File: config.mk
export PLATFORM = sky130hd
export DESIGN_NAME = calendar_date_offset_core
export DESIGN_NICKNAME = d
export VERILOG_FILES = /design/src/sv/cdo_pkg.sv /design/src/sv/calendar_date_offset_core.sv
export SDC_FILE = /design/constraint.sdc
export NUM_CORES = 1
export LEC_CHECK = 0
export ABC_CLOCK_PERIOD_IN_PS = 7300
export BUFFER_PORTS_ARGS = -buffer_cell sky130_fd_sc_hd__buf_4
export CAP_MARGIN = 0
export CORE_AREA = 10 10 115 127
export CTS_CLUSTER_SIZE = 8
export DETAILED_ROUTE_END_ITERATION = 8
export DIE_AREA = 0 0 125 137
export PLACE_DENSITY = 0.83
export SYNTH_ARGS = -nofsm -noshare
export SYNTH_HDL_FRONTEND = slang
export SYNTH_SLANG_ARGS = --single-unit
File: constraint.sdc
create_clock -name clk -period 7.3 [get_ports clk]
set_input_delay 0.73 -clock clk [delete_from_list [all_inputs] [get_ports clk]]
set_output_delay 0.73 -clock clk [all_outputs]
set_load 0.02 [all_outputs]
File: src/sv/cdo_pkg.sv
// cdo_pkg: shared types, constants and month-length function for the date offset core
// depends on nothing; imported by calendar_date_offset_core
package cdo_pkg;

  localparam int COUNT_BITS = 16;
  localparam int WORK_BITS  = (COUNT_BITS > 5) ? COUNT_BITS : 5;
  localparam int LAST_YEAR  = 9999;

  localparam logic [1:0] ST_OK      = 2'd0;
  localparam logic [1:0] ST_INVALID = 2'd1;
  localparam logic [1:0] ST_CLAMP   = 2'd2;

  localparam logic [0:0] DIR_FWD = 1'b0;
  localparam logic [0:0] DIR_BWD = 1'b1;

  typedef enum logic [1:0] {
    S_IDLE,
    S_REM,
    S_CHECK,
    S_STEP
  } cdo_state_t;

  function automatic logic [4:0] month_len(input logic [3:0] m, input logic leap);
    logic [4:0] d;
    case (m)
      4'd2: d = leap ? 5'd29 : 5'd28;
      4'd4, 4'd6, 4'd9, 4'd11: d = 5'd30;
      default: d = 5'd31;
    endcase
    return d;
  endfunction

endpackage

File: src/sv/calendar_date_offset_core.sv
// calendar_date_offset_core: moves a gregorian date forward or back by a day count
// one beat at a time; busy stays high from accept until the result strobe
// the year is split mod 100 by a seven-step subtract unit, then
// add/compare logic steps the date one month per cycle
// rst is synchronous and returns the sequencer to idle with no result pending
module calendar_date_offset_core (
  input  logic        clk,
  input  logic        rst,
  input  logic        start,
  input  logic        req_type,
  input  logic [4:0]  start_day,
  input  logic [3:0]  start_month,
  input  logic [13:0] start_year,
  input  logic [15:0] day_count,
  output logic        busy,
  output logic        done,
  output logic [4:0]  new_day,
  output logic [3:0]  new_month,
  output logic [13:0] new_year,
  output logic [1:0]  status
);
  import cdo_pkg::*;

  cdo_state_t           state, state_next;
  logic [2:0]           kcnt, kcnt_next;
  logic                 dir, dir_next;
  logic [4:0]           day, day_next;
  logic [3:0]           month, month_next;
  logic [13:0]          year, year_next;
  logic [13:0]          rem100, rem100_next;
  logic [6:0]           ymod, ymod_next;
  logic [1:0]           cent, cent_next;
  logic [WORK_BITS-1:0] rem, rem_next;
  logic                 done_next;
  logic [4:0]           out_day_next;
  logic [3:0]           out_month_next;
  logic [13:0]          out_year_next;
  logic [1:0]           out_status_next;

  logic                 leap;
  logic [4:0]           mlen;
  logic [4:0]           mlen_prev;
  logic [4:0]           avail;
  logic [13:0]          sub_val;
  logic [WORK_BITS-1:0] avail_w;
  logic [WORK_BITS-1:0] day_w;

  assign leap = (ymod == 7'd0) ? (cent == 2'd0) : (year[1:0] == 2'b00);
  assign mlen = month_len(month, leap);
  assign mlen_prev = month_len(month - 4'd1, leap);
  assign avail = mlen - day;
  assign avail_w = WORK_BITS'(avail);
  assign day_w = WORK_BITS'(day);
  assign sub_val = 14'd100 << kcnt;
  assign busy = (state != S_IDLE);

  always_ff @(posedge clk) begin
    if (rst) begin
      state <= S_IDLE;
      done  <= 1'b0;
    end else begin
      state <= state_next;
      done  <= done_next;
    end
    kcnt      <= kcnt_next;
    dir       <= dir_next;
    day       <= day_next;
    month     <= month_next;
    year      <= year_next;
    rem100    <= rem100_next;
    ymod      <= ymod_next;
    cent      <= cent_next;
    rem       <= rem_next;
    new_day   <= out_day_next;
    new_month <= out_month_next;
    new_year  <= out_year_next;
    status    <= out_status_next;
  end

  always_comb begin
    state_next      = state;
    kcnt_next       = kcnt;
    dir_next        = dir;
    day_next        = day;
    month_next      = month;
    year_next       = year;
    rem100_next     = rem100;
    ymod_next       = ymod;
    cent_next       = cent;
    rem_next        = rem;
    done_next       = 1'b0;
    out_day_next    = new_day;
    out_month_next  = new_month;
    out_year_next   = new_year;
    out_status_next = status;
    case (state)
      S_IDLE: begin
        if (start) begin
          dir_next    = req_type;
          day_next    = start_day;
          month_next  = start_month;
          year_next   = start_year;
          rem100_next = start_year;
          rem_next    = WORK_BITS'(COUNT_BITS'(day_count));
          kcnt_next   = 3'd6;
          cent_next   = 2'd0;
          state_next  = S_REM;
        end
      end
      S_REM: begin
        if (rem100 >= sub_val) begin
          rem100_next = rem100 - sub_val;
          cent_next   = {cent[0], 1'b1};
        end else begin
          cent_next   = {cent[0], 1'b0};
        end
        ymod_next = rem100_next[6:0];
        kcnt_next = kcnt - 3'd1;
        if (kcnt == 3'd0) begin
          state_next = S_CHECK;
        end
      end
      S_CHECK: begin
        if (year == 14'd0 || year > 14'(LAST_YEAR) || month == 4'd0 || month > 4'd12 ||
            day == 5'd0 || day > mlen) begin
          out_day_next    = day;
          out_month_next  = month;
          out_year_next   = year;
          out_status_next = ST_INVALID;
          done_next       = 1'b1;
          state_next      = S_IDLE;
        end else begin
          state_next = S_STEP;
        end
      end
      S_STEP: begin
        if (dir == DIR_FWD) begin
          if (rem <= avail_w) begin
            out_day_next    = day + 5'(rem);
            out_month_next  = month;
            out_year_next   = year;
            out_status_next = ST_OK;
            done_next       = 1'b1;
            state_next      = S_IDLE;
          end else begin
            rem_next = rem - avail_w - WORK_BITS'(1);
            day_next = 5'd1;
            if (month == 4'd12) begin
              if (year == 14'(LAST_YEAR)) begin
                out_day_next    = 5'd31;
                out_month_next  = 4'd12;
                out_year_next   = 14'(LAST_YEAR);
                out_status_next = ST_CLAMP;
                done_next       = 1'b1;
                state_next      = S_IDLE;
              end else begin
                month_next = 4'd1;
                year_next  = year + 14'd1;
                if (ymod == 7'd99) begin
                  ymod_next = 7'd0;
                  cent_next = cent + 2'd1;
                end else begin
                  ymod_next = ymod + 7'd1;
                end
              end
            end else begin
              month_next = month + 4'd1;
            end
          end
        end else begin
          if (rem < day_w) begin
            out_day_next    = day - 5'(rem);
            out_month_next  = month;
            out_year_next   = year;
            out_status_next = ST_OK;
            done_next       = 1'b1;
            state_next      = S_IDLE;
          end else begin
            rem_next = rem - day_w;
            if (month == 4'd1) begin
              if (year == 14'd1) begin
                out_day_next    = 5'd1;
                out_month_next  = 4'd1;
                out_year_next   = 14'd1;
                out_status_next = ST_CLAMP;
                done_next       = 1'b1;
                state_next      = S_IDLE;
              end else begin
                month_next = 4'd12;
                day_next   = 5'd31;
                year_next  = year - 14'd1;
                if (ymod == 7'd0) begin
                  ymod_next = 7'd99;
                  cent_next = cent - 2'd1;
                end else begin
                  ymod_next = ymod - 7'd1;
                end
              end
            end else begin
              month_next = month - 4'd1;
              day_next   = mlen_prev;
            end
          end
        end
      end
      default: begin
        state_next = S_IDLE;
      end
    endcase
  end

  a_done_idle: assert property (@(posedge clk) disable iff (rst) done |-> !busy)
    else $error("result strobe while busy");

  a_accept_busy: assert property (@(posedge clk) disable iff (rst) start && !busy |=> busy)
    else $error("accepted beat did not raise busy");

  a_clamp_bound: assert property (@(posedge clk) disable iff (rst)
    done && status == ST_CLAMP |->
      (new_year == 14'(LAST_YEAR) && new_month == 4'd12 && new_day == 5'd31) ||
      (new_year == 14'd1 && new_month == 4'd1 && new_day == 5'd1))
    else $error("clamped result not at a bound");

  a_status_code: assert property (@(posedge clk) disable iff (rst)
    done |-> status == ST_OK || status == ST_INVALID || status == ST_CLAMP)
    else $error("bad status code");

endmodule
Yosys cells after proc, flatten, opt, wreduce, memory -nomap -nowiden
Index checks and enable logic that the tools add are counted.
{"block": "totals", "regBits": 94, "latchBits": 0, "ramBits": 0, "rom_bits": 0, "inputBits": 43, "out_inout_bits": 27, "elab_cells": 223, "memories": 0}
{"block": "classes", "add_sub_neg": 16, "multipliers": 0, "div": 0, "n_lt_le_gt_ge": 6, "eq_ne": 36, "n_shift": 1, "muxes": 116, "bitwise": 0, "n_reduce_logical": 32}
{"operator": "two-way mux 14 bit", "n": 17}
{"operator": "one-hot mux 14 bit (2 select lines)", "n": 3}
{"operator": "two-way mux 5 bit", "n": 14}
{"operator": "two-way mux 16 bit", "n": 4}
{"operator": "two-way mux 4 bit", "n": 16}
{"operator": "two-way mux 7 bit", "n": 9}
{"operator": "two-way mux 2 bit", "n": 28}
{"operator": "one-hot mux 16 bit (2 select lines)", "n": 1}
{"operator": "subtractor 16 x 5 -> 16 bit", "n": 2}
{"operator": "inequality test 3 bit, second input constant", "n": 8}
{"operator": "inequality test 4 bit, second input constant", "n": 6}
{"operator": "== test 4 bit, second input constant", "n": 5}
{"operator": "one-hot mux 5 bit (2 select lines)", "n": 2}
{"operator": "AND reduction 6 bit", "n": 3}
{"operator": "== test 4 x 3 -> 1 bit, second input constant", "n": 4}
{"operator": "less-or-equal comparator 16 x 5 -> 1 bit", "n": 1}
{"operator": "< comparator 16 x 5 -> 1 bit", "n": 1}
{"operator": "one-hot mux 4 bit (2 select lines)", "n": 2}
{"operator": "subtractor 16 x 1 -> 16 bit, second input constant", "n": 1}
{"operator": "adder 14 x 1 -> 14 bit, second input constant", "n": 1}
{"operator": "== test 14 x 1 -> 1 bit, second input constant", "n": 1}
{"operator": "== test 14 bit, second input constant", "n": 1}
{"operator": "greater-or-equal comparator 14 bit", "n": 1}
{"operator": "> comparator 14 bit, second input constant", "n": 1}
{"operator": "45 further kinds", "n": 75}

Longest topological paths before layout
{"block": "logic_depth", "word_depth": 10, "depth_mapped": 19, "mapped_depth_nobuf": 18}

Worst setup path after synthesis
Ideal clock, no wire load.
{"block": "synth_path", "path_type": "register -> register", "startpoint": "reg ymod[2]", "endpoint": "reg new_day[0], enable pin", "setup_time_ps": 439, "arrival_ps": 5461, "required_ps": 6861, "slack_ps": 1401, "stages_incl_launch_ff": 20, "n_path_buf": 2, "synth_period_minus_slack_ps": 5899, "path_cell_list": "edfxtp_1 -> clkbuf_1 -> nor4_1 -> nand3b_1 -> nor3_1 -> a21oi_1 -> a211oi_1 -> a21oi_1 -> ha_1 -> fa_1 -> nand3_1 -> xnor2_1 -> ha_1 -> and3_1 -> nand3_1 -> a21oi_1 -> a21o_1 -> buf_2 -> o22ai_1 -> nor3_1"}
{"block": "synth_between", "elab_chain_len": 8, "word_cells_on_any_way": 12, "classes_between": "add/sub (1); order compare (2); eq/ne (3); mux (3); reduce/logical (3)"}
{"item": "start, declared", "line_no": "calendar_date_offset_core.sv:31", "rtl": "logic [6:0] ymod, ymod_next;"}
{"item": "start signal, assigned", "line_no": "calendar_date_offset_core.sv:71", "rtl": "ymod <= ymod_next;"}
{"item": "logical NOT 7 bit (*)", "line_no": "calendar_date_offset_core.sv:48", "rtl": "assign leap = (ymod == 7'd0) ? (cent == 2'd0) : (year[1:0] == 2'b00);"}
{"item": "two-way mux 1 bit (*)", "line_no": "calendar_date_offset_core.sv:48"}
{"item": "two-way mux 1 bit (*)", "line_no": "cdo_pkg.sv:26", "rtl": "4'd2: d = leap ? 5'd29 : 5'd28;"}
{"item": "one-hot mux 2 bit (2 select lines) (*)", "line_no": "cdo_pkg.sv:25", "rtl": "case (m)"}
{"item": "subtractor 5 bit / > comparator 5 bit (equally long branches)", "line_no": "calendar_date_offset_core.sv:51, calendar_date_offset_core.sv:125"}
{"item": "less-or-equal comparator 16 x 5 -> 1 bit / logical OR 1 bit (equally long branches)", "line_no": "calendar_date_offset_core.sv:138, calendar_date_offset_core.sv:125"}
{"item": "inequality test 4 bit (no source line) / inequality test 2 bit (equally long branches)"}
{"item": "AND reduction 6 bit (no source line) (*)"}
{"item": "end signal, assigned", "line_no": "calendar_date_offset_core.sv:74", "rtl": "new_day <= out_day_next;"}
{"item": "end, declared", "line_no": "calendar_date_offset_core.sv:17", "rtl": "output logic [4:0] new_day,"}
Every way passes the cells marked *; elsewhere a longest branch is shown, timed or not.
A chain may end at the register's enable or synchronous reset.

Final worst setup path
{"block": "layout_path", "startpoint": "reg ymod[2]", "endpoint": "reg ymod[6], enable pin"}
{"block": "layout_between", "elab_chain_len": 8}
{"item": "logical NOT 7 bit", "line_no": "calendar_date_offset_core.sv:48"}
{"item": "two-way mux 1 bit", "line_no": "calendar_date_offset_core.sv:48"}
{"item": "two-way mux 1 bit", "line_no": "cdo_pkg.sv:26"}
{"item": "one-hot mux 2 bit (2 select lines)", "line_no": "cdo_pkg.sv:25"}
{"item": "subtractor 5 bit", "line_no": "calendar_date_offset_core.sv:51", "rtl": "assign avail = mlen - day;"}
{"item": "less-or-equal comparator 16 x 5 -> 1 bit", "line_no": "calendar_date_offset_core.sv:138", "rtl": "if (rem <= avail_w) begin"}
{"item": "inequality test 3 bit (no source line)"}
{"item": "AND reduction 7 bit (no source line)"}
No other way between the ends.

==> flow_summary.ini <==
[yosys]
synthesis.area_per_instance_um2 = 9.27
total_nets_after_synthesis = 873
post_synthesis_sequential_area_ratio_pct = 39.1
syn-cell-area_mm2 = 0.00715
yosysWarnings = 0
synth_seq_cells = 94
netlist_instances = 771
yosys.cell_types.count = 69
synth_edf_count = 91
ys_async_sr_fraction_pct = 0
synthFlopType = edfxtp_1

[sta]
achievable-frequency_mhz = 193
max-slew-margin-rel_pct = 26.8
timing_hold_violations_final = 0
timing.final.crit_period_ns = 5.17
grt_setup_unrepaired = false
setup_viol = 0
setup_tns_ns = 0
clk_skew_ns = 0.0123
fin_crit_sh_pct = 70.8
fin_max_slew_vios = 0
tightest_slew_ns = 1.09
final_critical_path_setup_slack_ns = 2.13

[critical_path]
critical_path_class = reg2reg
worstSetupEndpointType = flip-flop
critPathMaxFanout = 10
critPathArrivalTime_ns = 5.14
startpoint_type = flip-flop
required_time_at_the_endpoint_of_the_critical_path_ns = 7.27

[clock_tree]
hold_buffers = 0
clk_latency_ns = 0.35
cts.htree.levels = 3
post_cts.resized_instances = 0
cts_buffer_depth = 2
tritoncts = yes
tritoncts_num_sinks = 94
clk_pin_slew_worst_paths_ns = 0.07
post_cts_setup_repair_bufs = 0
root_buffer_master = clkbuf_16
numCtsBuffers = 9

[placed_design]
place.detailed.hpwl_um = 13600
place.port_buffers = 69
gp_congestion = 0.928
dp_worst_setup_slack_ns = 2.17

[finish]
final_util_pct = 67.4
area_delta_synth_final_pct = 12.9
drive_above_1_share_pct = 15.5
multiInputGateArea_mm2 = 0.00400
design.final.nets = 919
diodes = 0
number_of_fill_cells_in_the_layout = 957
final-seq-area_mm2 = 0.00279

[run_status]
outcome = finished, final reports clean

[route]
routed_wirelength_um = 18300
drcViolationCount = 0
via_count = 6025
detail_route.wl_per_cell_um = 18.7
route.antenna.remaining_nets = 0
first_pass_drt_iterations = 5
drt_first_iter_violations = 555
detail_route.vias_per_cell = 6.17

[die]
die_height_um = 137
num_io_pins = 70
initial_utilization_pct = 59.7
fp.dieArea_mm2 = 0.0171
rows = 42
die_width_um = 125
core_footprint_mm2 = 0.0120

[pwr]
seq_power_share_pct = 31.4
p_leak_nw = 3.23
cellPowerDensity_mw_per_mm2 = 453
power.net_switching_w = 0.00163
peak_vdd_ir_mv = 0.288
switching_part_of_the_total_power_pct = 44.7
clockPowerShare_pct = 14.4
internal_portion_of_total_power_w = 0.00202
share_comb_of_total_power_pct = 54.3

[grt]
grtUsageTotal_pct = 21.0
overflow = 0
grt_start_max_net_pins = 82
antenna_found_initial = 0
first_global_vias = 5988
grt_first_pass_wirelength_um = 29800

[hold_path]
timing.hold.worst.class = reg2reg

[flow_run]
drv.max_cap_violation_count = 0
-- cells in the final DEF, fill, tap and decap left out, types with 4 or more instances in the layout --
cell type and instances:
o21ai_0 35, edfxtp_1 91, nor3_1 9, or3_1 13, a211oi_1 4, nor2_1 78
o221ai_1 4, a21o_1 15, nand3_1 17, clkbuf_16 9, o211ai_1 6, mux2_2 11
nand4_1 9, xor2_1 12, nand2b_1 7, o21a_1 8, o31ai_1 12, mux2i_1 15
or2_2 10, a22o_1 5, o22ai_1 5, nor4_1 11, nor2b_1 7, ha_1 53
inv_1 50, fa_1 5, or4_1 7, buf_4 77, xnor2_1 23, a31oi_1 20
nand2_1 64, a21oi_1 58, and2_1 8
-- stage by stage --
step / instances / hold WS (ns) / total power, W / instance area, um2
2_1_floorplan: 771 / 0.485 / 0.00258 / 7150
3_3_place_gp: 960 / 0.508 / 0.00303 / 7750
3_5_place_dp: 960 / 0.525 / 0.00310 / 7750
4_1_cts: 976 / 0.542 / 0.00363 / 8080
5_1_grt: 976 / 0.548 / 0.00394 / 8080
6_report: 976 / 0.545 / 0.00366 / 8080
-- area by class of cell --
type / count / share of cell area, %
clock buffer: 9 / 2.79
tap: 154 / 2.39
clock inverter: 7 / 1.29
sequential: 94 / 34.6
timing repair buffer: 77 / 7.16
multi-input combinational: 585 / 49.5
inverter: 50 / 2.32
-- layer usage --
metal  part of all wire [%]  up-vias  track usage [%]
li1                       -     2918                -
met1                     41     2840             24.3
met2                     51      226             37.5
met3                    5.6       41             3.91
met4                    2.6        0             8.58
met5                      0        -                0
-- power groups by stage --
stage	registers [W]	logic, W	clock network [W]
4_1_cts	0.00114	0.00197	0.000529
3_5_place_dp	0.00115	0.00195	0
3_3_place_gp	0.00114	0.00189	0
6_report	0.00115	0.00198	0.000525
5_1_grt	0.00118	0.00220	0.000552
2_1_floorplan	0.00107	0.00151	0
-- path summary, 6_finish.rpt --
| check | from | endpoint | slack [ns] | cells past startpoint |
|---|---|---|---|---|
| min reg2reg | rem100[0] | ymod[0] | 0.54 | 1 |
| max | ymod[2] | ymod[6] | 2.13 | 17 |
| max reg2reg | ymod[2] | ymod[6] | 2.13 | 17 |
| min | rem100[0] | ymod[0] | 0.54 | 1 |
-- kinds of logic (layout without fill, tap and decap cells) --
family / after synthesis / after routing / synth area share (%)
adders and majority gates: 59 / 59 / 10.8
xor gates and xnor gates: 35 / 35 / 4.29
muxes: 26 / 26 / 3.83
AOI/OAI and AO/OA: 209 / 209 / 19.4
DFF: 94 / 94 / 39.1
buffers and inverters: 92 / 143 / 5.16
and+or+nand+nor: 256 / 256 / 17.4
-- flip-flops by register name, indices dropped and copies added, names as in the netlist, 3 cells and up --
signal and cells:
day 5, kcnt 3, month 4, new_day 5
new_month 4, new_year 14, rem 16, rem100 14
year 14, ymod 7
-- worst max-delay path: stages, from the launching register on --
cell and delay (ns):
edfxtp_1 0.53, nor4_1 0.54, nand3b_1 0.31, nor3_1 0.21, a21oi_1 0.08, a211oi_1 0.23, a21oi_1 0.07, ha_1 0.22
fa_1 0.40, nand3_1 0.11, xnor2_1 0.13, ha_1 0.31, and3_1 0.19, a31o_2 0.24, a21o_1 0.18, nand2_1 0.13
nor2_1 0.06, o31ai_1 0.84
-- synthesized netlist by cell type, types with 4 or more instances --
master,count,area [um2]
xor2_1,12,105
a31oi_1,20,125
clkbuf_1,32,120
nor2_1,78,293
and2_1,8,50.1
inv_1,50,188
fa_1,5,100
xnor2_1,23,201
nor2b_1,7,43.8
edfxtp_1,91,2730
o31ai_1,12,90.1
or3_1,13,81.3
o211ai_1,6,45.0
nand2_1,64,240
mux2_2,11,124
o21ai_0,35,175
nand4_1,9,56.3
a21oi_1,58,290
mux2i_1,15,150
or4_1,7,52.6
nand2b_1,7,43.8
a21o_1,15,113
or2_2,10,62.6
a22o_1,5,43.8
nor3_1,10,50.1
nand3_1,17,85.1
o22ai_1,5,31.3
buf_1,6,22.5
o221ai_1,4,35.0
nor4_1,11,68.8
a211oi_1,4,30.0
o21a_1,8,60.1
ha_1,54,676
(Power assumes the default switching activity.)
